## src/sv/b64d_pkg.sv

```systemverilog
package b64d_pkg;

   localparam int unsigned CharWidth  = 8;
   localparam int unsigned SextWidth  = 6;
   localparam int unsigned GroupWidth = 18;
   localparam int unsigned WordWidth  = 24;
   localparam int unsigned QueueDepth = 4;
   localparam int unsigned QueueIdxW  = $clog2(QueueDepth);

   localparam logic [1:0] LastIdxOne   = 2'd0;
   localparam logic [1:0] LastIdxTwo   = 2'd1;
   localparam logic [1:0] LastIdxThree = 2'd2;

   // One unit of output work: up to three bytes, most significant byte first.
   typedef struct packed {
      logic [WordWidth-1:0] word;
      logic [1:0]           last_idx;
      logic                 has_data;
      logic                 done;
   } job_type;

   typedef struct packed {
      logic    valid;
      job_type job;
   } job_chan_type;

   // Bit six set means the character is not in the alphabet, which includes '='.
   function automatic logic [SextWidth:0] sextet_of(input logic [CharWidth-1:0] c);
      logic [SextWidth:0] v;
      v = 7'h40;
      case (c) inside
         [8'h41:8'h5a]: v = {1'b0, 6'(c - 8'h41)};
         [8'h61:8'h7a]: v = {1'b0, 6'(c - 8'h61 + 8'd26)};
         [8'h30:8'h39]: v = {1'b0, 6'(c - 8'h30 + 8'd52)};
         8'h2b:         v = 7'd62;
         8'h2f:         v = 7'd63;
         default:       v = 7'h40;
      endcase
      return v;
   endfunction

endpackage

```

## src/sv/b64d_front.sv

```systemverilog
module b64d_front
   import b64d_pkg::*;
(
   input  logic                 clock,
   input  logic                 reset,
   input  logic                 req_tvalid,
   output logic                 req_tready,
   input  logic [CharWidth-1:0] req_tdata,
   input  logic                 req_tlast,
   input  logic                 queue_full,
   output job_chan_type         push
);

   logic [GroupWidth-1:0] grp_ff, grp_in;
   logic [1:0]            cnt_ff, cnt_in;
   logic                  stop_ff, stop_in;

   logic                  accept;
   logic [SextWidth:0]    sext;
   logic                  take;
   logic                  full_group;
   logic [GroupWidth-1:0] nxt_grp;
   logic [1:0]            nxt_cnt;

   assign req_tready = !queue_full;
   assign accept     = req_tvalid && req_tready;
   assign sext       = sextet_of(req_tdata);
   assign take       = !stop_ff && !sext[SextWidth];
   assign full_group = take && (cnt_ff == 2'd3);

   always_comb begin
      nxt_grp = grp_ff;
      nxt_cnt = cnt_ff;
      if (take && !full_group) begin
         nxt_grp = {grp_ff[GroupWidth-SextWidth-1:0], sext[SextWidth-1:0]};
         nxt_cnt = cnt_ff + 2'd1;
      end
   end

   always_comb begin
      push.valid        = accept && (full_group || req_tlast);
      push.job.word     = '0;
      push.job.last_idx = LastIdxOne;
      push.job.has_data = 1'b0;
      push.job.done     = req_tlast;
      if (full_group) begin
         push.job.word     = {grp_ff, sext[SextWidth-1:0]};
         push.job.last_idx = LastIdxThree;
         push.job.has_data = 1'b1;
      end else if (nxt_cnt == 2'd3) begin
         push.job.word     = {nxt_grp, 6'b0};
         push.job.last_idx = LastIdxTwo;
         push.job.has_data = 1'b1;
      end else if (nxt_cnt == 2'd2) begin
         push.job.word     = {nxt_grp[11:0], 12'b0};
         push.job.last_idx = LastIdxOne;
         push.job.has_data = 1'b1;
      end
   end

   always_comb begin
      grp_in  = grp_ff;
      cnt_in  = cnt_ff;
      stop_in = stop_ff;
      if (accept) begin
         if (req_tlast) begin
            grp_in  = '0;
            cnt_in  = '0;
            stop_in = 1'b0;
         end else if (full_group) begin
            grp_in = '0;
            cnt_in = '0;
         end else begin
            grp_in  = nxt_grp;
            cnt_in  = nxt_cnt;
            stop_in = stop_ff || sext[SextWidth];
         end
      end
   end

   always_ff @(posedge clock) begin
      if (reset) begin
         grp_ff  <= '0;
         cnt_ff  <= '0;
         stop_ff <= 1'b0;
      end else begin
         grp_ff  <= grp_in;
         cnt_ff  <= cnt_in;
         stop_ff <= stop_in;
      end
   end

endmodule

```

## src/sv/b64d_queue.sv

```systemverilog
module b64d_queue
   import b64d_pkg::*;
(
   input  logic         clock,
   input  logic         reset,
   input  job_chan_type push,
   output logic         full,
   output job_chan_type head,
   input  logic         pop
);

   job_type              mem_ff [QueueDepth];
   logic [QueueIdxW-1:0] wr_ptr_ff, wr_ptr_in;
   logic [QueueIdxW-1:0] rd_ptr_ff, rd_ptr_in;
   logic [QueueIdxW:0]   count_ff, count_in;
   logic                 do_push;
   logic                 do_pop;

   assign full       = (count_ff == (QueueIdxW+1)'(QueueDepth));
   assign head.valid = (count_ff != '0);
   assign head.job   = mem_ff[rd_ptr_ff];
   assign do_push    = push.valid && !full;
   assign do_pop     = pop && head.valid;

   always_comb begin
      wr_ptr_in = do_push ? wr_ptr_ff + QueueIdxW'(1) : wr_ptr_ff;
      rd_ptr_in = do_pop ? rd_ptr_ff + QueueIdxW'(1) : rd_ptr_ff;
      count_in  = count_ff;
      if (do_push && !do_pop) begin
         count_in = count_ff + (QueueIdxW+1)'(1);
      end else if (do_pop && !do_push) begin
         count_in = count_ff - (QueueIdxW+1)'(1);
      end
   end

   always_ff @(posedge clock) begin
      if (do_push) begin
         mem_ff[wr_ptr_ff] <= push.job;
      end
   end

   always_ff @(posedge clock) begin
      if (reset) begin
         wr_ptr_ff <= '0;
         rd_ptr_ff <= '0;
         count_ff  <= '0;
      end else begin
         wr_ptr_ff <= wr_ptr_in;
         rd_ptr_ff <= rd_ptr_in;
         count_ff  <= count_in;
      end
   end

endmodule

```

## src/sv/b64d_back.sv

```systemverilog
module b64d_back
   import b64d_pkg::*;
(
   input  logic                 clock,
   input  logic                 reset,
   input  job_chan_type         head,
   output logic                 pop,
   output logic                 rsp_tvalid,
   input  logic                 rsp_tready,
   output logic [CharWidth-1:0] rsp_tdata,
   output logic [1:0]           rsp_tuser,
   output logic                 rsp_tlast
);

   logic                 valid_ff, valid_in;
   logic [1:0]           idx_ff, idx_in;
   logic [CharWidth-1:0] data_ff, data_in;
   logic                 has_data_ff, has_data_in;
   logic                 run_last_ff, run_last_in;
   logic                 done_ff, done_in;

   logic                 load;
   logic                 last_byte;
   logic [CharWidth-1:0] sel_byte;

   assign load      = head.valid && (!valid_ff || rsp_tready);
   assign last_byte = (idx_ff == head.job.last_idx);
   assign pop       = load && last_byte;

   always_comb begin
      case (idx_ff)
         2'd0:    sel_byte = head.job.word[23:16];
         2'd1:    sel_byte = head.job.word[15:8];
         default: sel_byte = head.job.word[7:0];
      endcase
   end

   always_comb begin
      valid_in    = valid_ff;
      idx_in      = idx_ff;
      data_in     = data_ff;
      has_data_in = has_data_ff;
      run_last_in = run_last_ff;
      done_in     = done_ff;
      if (load) begin
         valid_in    = 1'b1;
         idx_in      = last_byte ? 2'd0 : idx_ff + 2'd1;
         data_in     = head.job.has_data ? sel_byte : '0;
         has_data_in = head.job.has_data;
         run_last_in = last_byte;
         done_in     = last_byte && head.job.done;
      end else if (rsp_tready) begin
         valid_in = 1'b0;
      end
   end

   always_ff @(posedge clock) begin
      if (reset) begin
         valid_ff <= 1'b0;
         idx_ff   <= '0;
      end else begin
         valid_ff <= valid_in;
         idx_ff   <= idx_in;
      end
   end

   always_ff @(posedge clock) begin
      data_ff     <= data_in;
      has_data_ff <= has_data_in;
      run_last_ff <= run_last_in;
      done_ff     <= done_in;
   end

   assign rsp_tvalid = valid_ff;
   assign rsp_tdata  = data_ff;
   assign rsp_tuser  = {run_last_ff, has_data_ff};
   assign rsp_tlast  = done_ff;

endmodule

```

## src/sv/base64_stream_decoder.sv

```systemverilog
// Channel  Direction  Payload
// req_     in         tdata = char_code, tlast = end_of_message
// rsp_     out        tdata = byte_out, tuser = {run_last, byte_valid}, tlast = message_done
//
// One character is taken every cycle while the four-entry job queue has room.
// Each result beat comes from the output register, one byte per cycle while rsp_tready
// is high, so a character that completes a group yields three beats on the output side.
// Reset is synchronous and clears the group state, the queue and the output.
// A stalled output fills the queue first and then drops req_tready.
module base64_stream_decoder
   import b64d_pkg::*;
(
   input  logic                 clock,
   input  logic                 reset,
   input  logic                 req_tvalid,
   output logic                 req_tready,
   input  logic [CharWidth-1:0] req_tdata,  // Bits 7:0 char_code.
   input  logic                 req_tlast,
   output logic                 rsp_tvalid,
   input  logic                 rsp_tready,
   output logic [CharWidth-1:0] rsp_tdata,  // Bits 7:0 byte_out.
   output logic [1:0]           rsp_tuser,  // Bit 0 byte_valid, bit 1 run_last.
   output logic                 rsp_tlast
);

   job_chan_type push;
   job_chan_type head;
   logic         queue_full;
   logic         pop;

   b64d_front u_front (
      .clock      (clock),
      .reset      (reset),
      .req_tvalid (req_tvalid),
      .req_tready (req_tready),
      .req_tdata  (req_tdata),
      .req_tlast  (req_tlast),
      .queue_full (queue_full),
      .push       (push)
   );

   b64d_queue u_queue (
      .clock (clock),
      .reset (reset),
      .push  (push),
      .full  (queue_full),
      .head  (head),
      .pop   (pop)
   );

   b64d_back u_back (
      .clock      (clock),
      .reset      (reset),
      .head       (head),
      .pop        (pop),
      .rsp_tvalid (rsp_tvalid),
      .rsp_tready (rsp_tready),
      .rsp_tdata  (rsp_tdata),
      .rsp_tuser  (rsp_tuser),
      .rsp_tlast  (rsp_tlast)
   );

endmodule

```

## config.mk

```make
export PLATFORM = sky130hd
export DESIGN_NAME = base64_stream_decoder
export DESIGN_NICKNAME = d
export VERILOG_FILES = /design/src/sv/b64d_pkg.sv /design/src/sv/b64d_front.sv /design/src/sv/b64d_queue.sv /design/src/sv/b64d_back.sv /design/src/sv/base64_stream_decoder.sv
export SDC_FILE = /design/constraint.sdc
export NUM_CORES = 1
export LEC_CHECK = 0
export BUFFER_PORTS_ARGS = -buffer_cell sky130_fd_sc_hd__buf_2
export CORE_ASPECT_RATIO = 1.5
export CORE_UTILIZATION = 43
export DETAILED_ROUTE_END_ITERATION = 16
export GPL_TIMING_DRIVEN = 1
export PLACE_DENSITY_LB_ADDON = 0.08
export REMOVE_ABC_BUFFERS = 1
export SYNTH_ARGS = -nofsm -noshare
export SYNTH_HDL_FRONTEND = slang
export SYNTH_SLANG_ARGS = --single-unit
```

## constraint.sdc

```tcl
create_clock -name clock -period 9.73 [get_ports clock]
set_input_delay 1.946 -clock clock [delete_from_list [all_inputs] [get_ports clock]]
set_output_delay 1.946 -clock clock [all_outputs]
set_load 0.03 [all_outputs]
```

=== Word-level counts from Yosys, hierarchy flattened ===
Memories as Yosys holds them, arrays and structs flattened. A register that Yosys moved wholly into a read port is not among the register bits.
Index checks and enable logic that the tools add are counted.

* Equal/unequal tests: 9
* Add/sub/neg operators: 11
* $lt $le $gt $ge: 6
* Multiplexer cells: 26
* Reduce and logical (&&, ||, !) cells: 30

{| class="wikitable"
|+ Operators by type and width
! kind !! count
|-
| $mux 27 || 3
|-
| $mux 18 || 3
|-
| $mux 7 || 5
|-
| $eq 8x6->1 const B || 2
|-
| $ge 8x7->1 const B || 2
|-
| $le 8x7->1 const B || 2
|-
| $pmux 8 s2 || 1
|-
| $logic_and 1x1->1 || 15
|-
| $mux 2 || 6
|-
| $sub 6x6->6 const B || 2
|-
| $add 2x1->2 const B || 4
|-
| $ge 8x6->1 const B || 1
|-
| $le 8x6->1 const B || 1
|-
| $logic_not 1->1 || 7
|-
| $add 6x5->6 const B || 1
|-
| $add 6x6->6 const B || 1
|-
| $eq 2x2->1 const B || 3
|-
| $mux 1 || 6
|-
| $mux 3 || 2
|-
| $sub 6x1->6 const B || 1
|-
| $reduce_bool 2->1 || 2
|-
| $add 3x1->3 const B || 1
|-
| $eq 3x3->1 const B || 1
|-
| $logic_or 1x1->1 || 3
|-
| other kinds (7) || 7
|}

* Input bits: 13
* Bits in registers: 42
* RAM bits: 112
* Memories: 1
* Word-level logic and storage cells: 95

{| class="wikitable"
|+ Memory list
! memory !! depth !! bits a word !! read ports !! clocked after memory_dff !! wr ports !! RTL line !! text
|-
| u_queue.mem_ff || 4 || 28 || 1 || 1 || 1 || b64d_queue.sv:12 || <nowiki>job_type mem_ff [QueueDepth];</nowiki>
|}

=== Depth between registers and ports, before layout ===
Gate-level depths: netlist of run 1.

* Depth in word-level cells: 16
* Gate-level depth with buffers: 15
* Mapped depth without buffers: 14

=== Hierarchy ===
From an unflattened synthesis of run 1, not the netlist that was laid out.

* Cells, all modules: 457
* Area, all modules: 7141.8 um^2

{| class="wikitable"
|+ Modules (own cells, without submodules)
! module !! cells an instance !! area an instance (um^2) !! times used
|-
| b64d_queue || 194 || 4559.4 || 1
|-
| b64d_front || 202 || 1849.3 || 1
|-
| b64d_back || 61 || 733.2 || 1
|}

=== Worst setup path before layout of run 1 ===
No wires, ideal clock.

* Path kind: in2reg
* Start: input req_tdata[2]
* End: register u_queue.count_ff[2]
* Buffers on the path: 1
* Arrival: 4638 ps
* Stages: 15
* Required time: 9660 ps
* Setup time: 70 ps
* Path slack: 5021 ps
* Cells stage by stage: buf_2 -> inv_1 -> ha_1 -> nor2b_1 -> o21bai_1 -> a21oi_4 -> a21oi_1 -> o21bai_1 -> inv_1 -> ha_1 -> inv_1 -> fa_1 -> xor2_1 -> or3_1 -> a21oi_1

* Cells in the longest elaborated chain, start to end: 15

{| class="wikitable"
|+ RTL lines
! what !! RTL line !! text
|-
| start: declaration || base64_stream_decoder.sv:17 || <nowiki>input logic [CharWidth-1:0] req_tdata,</nowiki>
|-
| parallel branches: the longest is 5 deep, another holds $ge 8x6->1 || - ||
|-
| $mux 7 * || b64d_pkg.sv:31 || <nowiki>case (c) inside</nowiki>
|-
| $logic_not 1->1 * || b64d_front.sv:28 || <nowiki>assign take = !stop_ff && !sext[SextWidth];</nowiki>
|-
| $logic_and 1x1->1 * || b64d_front.sv:28 ||
|-
| $logic_and 1x1->1 * || b64d_front.sv:29 || <nowiki>assign full_group = take && (cnt_ff == 2'd3);</nowiki>
|-
| $logic_or 1x1->1 * || b64d_front.sv:41 || <nowiki>push.valid = accept && (full_group || req_tlast);</nowiki>
|-
| $logic_and 1x1->1 * || b64d_front.sv:41 ||
|-
| $logic_and 1x1->1 * || b64d_queue.sv:22 || <nowiki>assign do_push = push.valid && !full;</nowiki>
|-
| net u_queue.do_push || b64d_queue.sv:16 || <nowiki>logic do_push;</nowiki>
|-
| $logic_not 1->1 || b64d_queue.sv:31 || <nowiki>end else if (do_pop && !do_push) begin</nowiki>
|-
| $logic_and 1x1->1 || b64d_queue.sv:31 ||
|-
| $reduce_bool 2->1 (no line) || - ||
|-
| end signal: assignment || b64d_queue.sv:50 || <nowiki>count_ff <= count_in;</nowiki>
|-
| end: declaration || b64d_queue.sv:15 || <nowiki>logic [QueueIdxW:0] count_ff, count_in;</nowiki>
|}

Mark *: on every way through the listed nets, which the timed path passes.
A chain may end at the register's enable or synchronous reset.

==> flow_metrics.py, run 1 <==
metrics = {
    "clocking": {
        "post_cts_resized": 0,
        "cts_max_path_buffers": 2,
        "cts_buffers": 17,
        "cts_setup_buffers": 0,
        "cts_root_buffer": "clkbuf_16",
        "clock_latency_ns": 0.42,
        "clock-sinks": 156,
        "holdBufCountCts": 0,
        "htree_levels": 4,
        "cts_tree": "yes",
        "clk_pin_slew_ns": 0.07,
    },
    "logic_synthesis": {
        "yosysMostFrequentCell": "edfxtp_1",
        "synth_warnings": 0,
        "synthFlopType": "edfxtp_1",
        "netlist_area_um2": 7010,
        "synth_cell_types": 62,
        "synth_common_cells": "edfxtp_1, dfxtp_1, nor2_1, nand2_1, a22oi_1",
        "synthCells": 501,
        "yosys_register_bits": 156,
        "synth_area_leaders": "edfxtp_1, dfxtp_1, mux4_2",
        "synth_edf_count": 123,
        "netlist.area_leader.share_pct": 52.7,
        "syn_avg_cell_area_um2": 14.0,
        "synth_async_sr_flop_share_pct": 0,
        "synth_largest_area_cell": "edfxtp_1",
        "seq_area_frac_synth_pct": 62.1,
    },
    "detailed_routing": {
        "wirelength_mm": 15.3,
        "drtIter0Drc": 346,
        "dr.pass1.iters": 5,
        "ant_nets": 0,
        "via_per_inst": 5.78,
        "vias": 4263,
        "drc": 0,
        "post_drt_wl_per_cell_um": 20.8,
    },
    "place": {
        "dp_cells": 706,
        "portBuffers": 25,
        "gp_congestion": 0.826,
        "hpwl_mm": 10.1,
    },
    "setup_path": {
        "rrSetupSlack_ns": 6.25,
        "slowest_stage": "o31ai_1",
        "crit_fanout": 15,
        "crit_family": "compound AO/OA/AOI/OAI gates",
        "crit_path_end_kind": "flip-flop",
        "cp-start-kind": "input port",
        "critical_path_arrival_ns": 5.07,
        "cp_cell_sequence": "buf_2 -> inv_1 -> ha_1 -> nor2b_1 -> o21bai_1 -> a21oi_4 -> a21boi_4 -> a31oi_1 -> o31ai_1",
        "required_ns": 9.83,
        "crit_buf_inv": 2,
        "crit_type": "input port to flip-flop",
        "worst_path_largest_cell_delay_ns": 0.88,
    },
    "timing": {
        "hold_viol": 0,
        "tightest_slew_ns": 1.10,
        "finClkSkew_ns": 0.0131,
        "relSlewSlack_pct": 26.4,
        "slew_viol_final": 0,
        "period_share_pct": 51.1,
        "layout_min_cycle_time_ns": 4.97,
        "setup_viol": 0,
        "whs_ns": 0.462,
        "finalSetupTns_ns": 0,
        "rsz0062_at_grt": "no",
        "fmax_ghz": 0.201,
    },
    "power_and_ir_drop": {
        "power_density_nw_per_um2": 243,
        "power_mw": 1.92,
        "leakage_nw": 2.71,
        "peakVddDrop_mv": 0.150,
    },
    "floorplanning": {
        "fp.dieW_um": 106,
        "die_h_um": 158,
        "core.rowCount": 56,
        "initial_core_util_pct": 44.5,
        "coreArea_um2": 15800,
        "io_pins": 26,
        "die-area_um2": 16800,
    },
    "grt": {
        "antenna_found_initial": 0,
        "grt_pass1_vias": 4329,
        "grt_max_degree": 33,
        "track_usage_pct": 19.6,
        "grt_pass1_wl_mm": 24.1,
        "overflow": 0,
    },
    "layout": {
        "fin_cells": 738,
        "final_nets": 553,
        "drive_gt1_share_pct": 19.8,
        "area_growth_pct": 12.3,
        "antenna_cells": 0,
        "finish.utilization_pct": 50.0,
        "fillers": 1360,
    },
    "outcome": {
        "status": "complete, no violations",
    },
    "hold_path": {
        "worstHoldPathType": "flip-flop to flip-flop",
    },
    "flow_run": {
        "maxCapViolCount": 0,
    },
}
## layer usage
layer	up-vias	wire [µm]	global-route usage (%)
met2	111	8000	33.8
li1	1971	-	-
met4	0	327	8.80
met3	21	585	2.87
met1	2160	6400	24.3
met5	-	0	0
## worst reg2reg max path, delay by kind of cell (launching register included)
| kind | cells | cell delay (ns) |
|---|---|---|
| multiplexers | 1 | 0.64 |
| adder cells (fa/ha/maj) | 2 | 0.58 |
| AND/OR/NAND/NOR | 3 | 0.59 |
| buffers and inverters | 1 | 0.06 |
| AO/OA/AOI/OAI | 1 | 0.14 |
| flip-flops | 1 | 1.02 |
| XOR/XNOR | 2 | 0.38 |
## worst paths after layout
path,startpoint,endpoint,depth (start not counted)
min,u_back.idx_ff[1],u_back.idx_ff[1],2
min reg2reg,u_back.idx_ff[1],u_back.idx_ff[1],2
max,req_tdata[2],u_queue.mem_ff[0][17],9
max reg2reg,flip-flop,u_queue.count_ff[2],10
## cell usage in the layout, fill, tap and decap left out, drive strengths merged, types with 10 or more instances in the layout
cell	netlist	routed
a21oi	26	26
o21ai	23	23
mux4	27	27
dfxtp	33	33
clkbuf	10	19
buf	17	29
and2	11	11
a22oi	30	30
mux2i	10	10
ha	17	17
nor2	33	33
nand2	33	33
edfxtp	123	123
inv	17	26
## kinds of logic after synthesis
group / share of synthesized area (%)
adders and majority gates: 3.32
muxes: 10.3
and+or+nand+nor: 8.17
AOI/OAI and AO/OA: 12.0
buffers and inverters: 2.77
DFF: 62.1
xor gates and xnor gates: 1.37
## state kept, by name (all words and copies together), names as in the netlist, 2 cells and up, named ones only
name and cells:
u_queue.rd_ptr_ff 2, u_front.grp_ff 18, u_queue.wr_ptr_ff 2, u_queue.count_ff 3
u_back.rsp_tdata 8, u_queue.mem_ff 112, u_front.cnt_ff 2, u_back.idx_ff 2
## cell type report
| class | instances | area [µm²] | area share, % |
|---|---|---|---|
| flip-flops and latches | 156 | 4360 | 55.3 |
| clock inverters | 13 | 118 | 1.49 |
| repair buffers | 29 | 155 | 1.97 |
| multi-input cells | 301 | 2470 | 31.3 |
| well taps | 203 | 254 | 3.22 |
| inverters | 17 | 63.8 | 0.810 |
| clock buffers | 19 | 464 | 5.89 |
## per-stage QoR
stage / instance area [µm²] / setup WS (ns)
final: 7880 / 4.76
after CTS: 7880 / 4.86
after global placement: 7300 / 4.49
after detailed placement: 7300 / 4.43
after global routing: 7880 / 4.50
after floorplan: 6880 / 4.48
## report_power, final
part / total [mW] / switching, mW / internal [mW]
clock: 0.642 / 0.282 / 0.360
sequential: 0.849 / 0.0561 / 0.793
combinational: 0.427 / 0.260 / 0.166
total: 1.92 / 0.599 / 1.32
No activity file was read; power rests on OpenSTA's default activity.
==> inputs of run 2 (changes only) <==
==> constraint.sdc (replaced) <==
create_clock -name clock -period 4.5 [get_ports clock]
set_input_delay 0.9 -clock clock [delete_from_list [all_inputs] [get_ports clock]]
set_output_delay 0.9 -clock clock [all_outputs]
set_load 0.03 [all_outputs]
==> run 2 against run 1 <==
Effect of this change:
- sequential power increased by 110%
- final area increased by 0.97%
- worst hold slack got worse by 0.00072 ns
- routed wire length increased by 1.9%
- critical path type unchanged
- highest routed layer unchanged
==> flow_metrics.py, run 2 (synthesis results as in run 1) <==
metrics = {
    "outcome": {
        "status": "complete, no violations",
    },
    "setup_path": {
        "required_ns": 4.63,
        "crit_path_end_kind": "flip-flop",
        "critPathLaunch": "req_tdata[2]",
        "rrSetupSlack_ns": 1.69,
        "crit_fanout": 11,
        "crit_end": "u_queue.mem_ff[3][11]",
        "reg2reg_depth": 10,
        "timing.rr.start": "u_queue.count_ff[0]",
        "cp-start-kind": "input port",
        "critical_path_arrival_ns": 3.74,
        "regToRegEndpoint": "u_queue.count_ff[2]",
        "crit_type": "input port to flip-flop",
    },
    "clocking": {
        "clock-sinks": 156,
        "cts_tree": "yes",
        "post_cts_resized": 0,
        "cts_root_buffer": "clkbuf_16",
        "cts_max_path_buffers": 2,
        "holdBufCountCts": 0,
        "htree_levels": 4,
        "cts_setup_buffers": 0,
        "clock_latency_ns": 0.42,
        "cts_buffers": 17,
        "clk_pin_slew_ns": 0.07,
    },
    "power_and_ir_drop": {
        "peakVddDrop_mv": 0.329,
        "leakage_nw": 2.74,
        "power_mw": 4.23,
        "power_density_nw_per_um2": 532,
    },
    "floorplanning": {
        "die_h_um": 158,
        "coreArea_um2": 15800,
        "fp.dieW_um": 106,
        "io_pins": 26,
        "die-area_um2": 16800,
        "core.rowCount": 56,
        "initial_core_util_pct": 44.5,
    },
    "timing": {
        "finalSetupTns_ns": 0,
        "tightest_slew_ns": 0.991,
        "fmax_ghz": 0.277,
        "hold_viol": 0,
        "setup_viol": 0,
        "slew_viol_final": 0,
        "finClkSkew_ns": 0.0126,
        "rsz0062_at_grt": "no",
        "timing.final.ws_setup_ns": 0.896,
        "layout_min_cycle_time_ns": 3.60,
        "period_share_pct": 80.1,
        "relSlewSlack_pct": 33.5,
    },
    "layout": {
        "drive_gt1_share_pct": 20.3,
        "finish.utilization_pct": 50.5,
        "fillers": 1380,
        "largest_register_ffs": 112,
        "final_area_um2": 7960,
        "area_growth_pct": 13.4,
        "antenna_cells": 0,
        "final_common_cell": "edfxtp_1",
        "largest-register": "u_queue.mem_ff",
        "final_cell_mix": "edfxtp_1, nor2_1, nand2_1, dfxtp_1, a22oi_1",
        "final_nets": 561,
    },
    "detailed_routing": {
        "via_per_inst": 5.73,
        "drtIter0Drc": 357,
        "drc": 0,
        "post_drt_wl_per_cell_um": 20.9,
        "vias": 4277,
        "wirelength_mm": 15.6,
        "dr.pass1.iters": 5,
        "ant_nets": 0,
    },
    "grt": {
        "overflow": 0,
        "track_usage_pct": 19.8,
        "antenna_found_initial": 0,
        "grt_pass1_wl_mm": 24.2,
        "grt_max_degree": 33,
        "grt_pass1_vias": 4351,
    },
    "place": {
        "hpwl_mm": 10.2,
        "portBuffers": 25,
        "post-place-ws_ns": 0.477,
        "placed_cell_area_um2": 7350,
        "gp_congestion": 0.849,
    },
    "hold_path": {
        "worstHoldPathType": "flip-flop to flip-flop",
    },
    "flow_run": {
        "maxCapViolCount": 0,
    },
}
run 2: area by class of cell:
type	count	area (µm²)	share of cell area [%]
multi-input combinational	301	2460	31.0
timing repair buffer	37	215	2.71
sequential	156	4360	54.7
clock buffer	18	429	5.39
tap	203	254	3.19
inverter	17	63.8	0.802
clock inverter	14	173	2.17
run 2: where the power goes:
group / switching [mW] / total (mW) / internal, mW
Sequential: 0.0586 / 1.77 / 1.71
Clock: 0.616 / 1.46 / 0.841
Combinational: 0.632 / 0.999 / 0.367
run 2: through the flow:
stage	hold WS, ns	std cells
CTS	0.465	746
global route	0.474	746
floorplan	0.426	474
global placement	0.439	714
finish	0.461	746
detailed placement	0.456	714
run 2: worst min-delay path by stage:
stage | to | start | cells past startpoint
6_report | u_back.idx_ff[1] | u_back.idx_ff[1] | 2
5_1_grt | u_back.idx_ff[1] | u_back.idx_ff[1] | 2
4_1_cts | u_back.idx_ff[1] | u_back.idx_ff[1] | 2
3_5_place_dp | u_back.idx_ff[1] | u_back.idx_ff[1] | 2
3_3_place_gp | u_back.idx_ff[1] | u_back.idx_ff[1] | 2
2_1_floorplan | u_back.idx_ff[1] | u_back.idx_ff[1] | 2
run 2: worst max-delay path: stages:
cell and delay (ns):
buf_2 0.21, inv_1 0.17, ha_1 0.29, a21o_1 0.21, o311ai_2 0.11, and3_1 0.39
o2111a_1 0.46, a21oi_2 0.13, or2_1 0.29, o21ai_0 0.56
run 2: layer usage:
layer  GRT usage, %  part of all wire [%]  vias to the layer above
met3           3.03                   3.4                       14
met2           35.7                    54                      120
met1           23.6                    41                     2161
met5              0                     0                        -
met4           7.67                   1.6                        0
li1               -                     -                     1982
==> inputs of run 3 (changes only) <==
==> constraint.sdc (replaced) <==
create_clock -name clock -period 3.2 [get_ports clock]
set_input_delay 0.64 -clock clock [delete_from_list [all_inputs] [get_ports clock]]
set_output_delay 0.64 -clock clock [all_outputs]
set_load 0.03 [all_outputs]
==> run 3 against run 2 <==
Effect of this change:
- global-route usage up 0.30 points
- final area increased by 4.0%
- combinational power is 49% higher
- worst setup slack got worse by 0.50 ns
- clock skew shrank 0.0035 ns
- non-clock buffer count rose by 38
- sequential cell count unchanged
- critical path depth rose by 5
==> flow_metrics.py, run 3 (synthesis results as in run 1) <==
metrics = {
    "setup_path": {
        "crit_fanout": 5,
        "required_ns": 3.54,
        "slowest_stage": "fa_1",
        "reg2reg_depth": 10,
        "rrSetupSlack_ns": 0.55,
        "crit_path_end_kind": "flip-flop",
        "cp-start-kind": "input port",
        "critPathLaunch": "req_tdata[2]",
        "crit_type": "input port to flip-flop",
        "cp_cell_sequence": "buf_2 -> inv_1 -> ha_1 -> nor2b_1 -> o21bai_1 -> a21oi_4 -> a21oi_1 -> o21bai_1 -> inv_1 -> ha_1 -> inv_1 -> fa_1 -> xor2_1 -> or3_1 -> a21oi_1",
        "critical_path_arrival_ns": 3.15,
        "regToRegEndpoint": "u_queue.count_ff[2]",
        "worst_path_largest_cell_delay_ns": 0.37,
        "path_common_cell": "inv_1",
    },
    "place": {
        "portBuffers": 25,
        "gp_congestion": 0.826,
        "hpwl_mm": 10.5,
    },
    "detailed_routing": {
        "post_drt_wl_per_cell_um": 20.0,
        "wirelength_mm": 15.7,
        "ant_nets": 0,
        "via_per_inst": 5.59,
        "drc": 0,
        "drtIter0Drc": 259,
        "vias": 4382,
        "dr.pass1.iters": 8,
    },
    "layout": {
        "largest-register": "u_queue.mem_ff",
        "multi_input_area_um2": 2460,
        "final_nets": 599,
        "drive_gt1_share_pct": 25.5,
        "regArea_um2": 4360,
        "fillers": 1347,
        "antenna_cells": 0,
        "final_common_cell": "edfxtp_1",
        "final_cell_mix": "edfxtp_1, buf_4, nor2_1, nand2_1, dfxtp_1",
        "area_growth_pct": 18.0,
        "largest_register_ffs": 112,
    },
    "outcome": {
        "status": "complete, no violations",
    },
    "hold_path": {
        "worstHoldPathType": "flip-flop to flip-flop",
        "holdPathEnd": "u_back.idx_ff[1]",
        "holdPathStages": 2,
        "hold_path_startpoint": "u_back.idx_ff[1]",
    },
    "timing": {
        "slew_viol_final": 0,
        "relSlewSlack_pct": 49.4,
        "setup_viol": 0,
        "hold_viol": 0,
        "fmax_ghz": 0.356,
        "period_share_pct": 87.7,
        "tightest_slew_ns": 0.758,
        "whs_ns": 0.461,
        "rsz0062_at_grt": "no",
        "layout_min_cycle_time_ns": 2.81,
        "finClkSkew_ns": 0.00915,
    },
    "floorplanning": {
        "fp.dieW_um": 106,
        "die_h_um": 158,
        "core.rowCount": 56,
        "die-area_um2": 16800,
        "io_pins": 26,
        "initial_core_util_pct": 44.5,
        "coreArea_um2": 15800,
    },
    "clocking": {
        "cts_max_path_buffers": 2,
        "cts_buffers": 17,
        "clock_latency_ns": 0.42,
        "cts_root_buffer": "clkbuf_16",
        "cts_tree": "yes",
        "post_cts_resized": 0,
        "htree_levels": 4,
        "holdBufCountCts": 0,
        "clock-sinks": 156,
        "cts_setup_buffers": 0,
        "clk_pin_slew_ns": 0.07,
    },
    "power_and_ir_drop": {
        "leakage_nw": 2.94,
        "power_switching_mw": 1.85,
        "combPwrFrac_pct": 25.0,
        "seqPwrFrac_pct": 41.9,
        "power_density_nw_per_um2": 719,
        "power_mw": 5.95,
        "internal-power_mw": 4.10,
        "switching_share_pct": 31.1,
        "pwr-share-clk_pct": 33.1,
        "peakVddDrop_mv": 0.369,
    },
    "flow_run": {
        "maxCapViolCount": 0,
    },
    "grt": {
        "track_usage_pct": 20.1,
        "grt_pass1_vias": 4554,
        "grt_max_degree": 33,
        "grt_pass1_wl_mm": 25.0,
        "overflow": 0,
        "antenna_found_initial": 0,
    },
}
==> run 3: cell count changes in the layout (fill, tap and decap cells not counted), moves of 2 or more <==
cell	before	now
clkinv_8	0	2
buf_4	12	46
inv_8	4	1
buf_12	0	4
clkinv_4	2	4
==> run 3: final cells by class <==
cell class,instances,share of cell area [%]
Sequential cell,156,52.6
Multi-Input combinational cell,301,29.8
Timing Repair Buffer,75,6.65
Clock buffer,17,5.14
Tap cell,203,3.07
Clock inverter,15,1.94
Inverter,17,0.771
==> run 3: worst max-delay path by stage <==
stage | endpoint | slack [ns] | depth (start not counted)
final | u_queue.count_ff[2] | 0.39 | 15
after global placement | u_queue.mem_ff[2][21] | 0.009 | 12
after detailed placement | u_queue.count_ff[2] | -0.05 | 15
after floorplan | u_queue.count_ff[2] | -0.75 | 14
after CTS | u_queue.count_ff[2] | 0.37 | 15
after global routing | u_queue.count_ff[2] | 0.17 | 15
==> run 3: per-layer routing <==
layer  track usage (%)  routed length [µm]  vias up
met5                 0                   0        -
met4              7.80                 228        0
met3              2.70                 399       16
met2              36.2                8550       95
met1              24.2                6530     2205
li1                  -                   -     2066
==> run 3: worst max-delay path, delay by kind of cell <==
family | cells | cell delay [ns]
adders and majority gates | 3 | 0.77
and+or+nand+nor | 2 | 0.47
AOI/OAI and AO/OA | 5 | 0.81
xor gates and xnor gates | 1 | 0.17
buffers and inverters | 4 | 0.29
==> run 3: power groups by stage <==
stage,registers [mW],logic (mW),clock network [mW]
after global placement,2.53,1.51,0
after floorplan,2.76,0.766,0
after global routing,2.52,1.62,2.07
final,2.49,1.49,1.97
after detailed placement,2.54,1.52,0
after CTS,2.50,1.52,2.01
==> run 3: per-stage QoR <==
step,instance area [µm²],setup TNS [ns],worst slack (ns),util [%],std cells
finish,8270,0,0.393,52.5,784
CTS,8270,0,0.374,52.5,784
global placement,7690,0,0.00940,48.8,752
detailed placement,7690,-0.0467,-0.0467,48.8,752
floorplan,6880,-71.00,-0.747,-,474
global route,8270,0,0.172,52.5,784
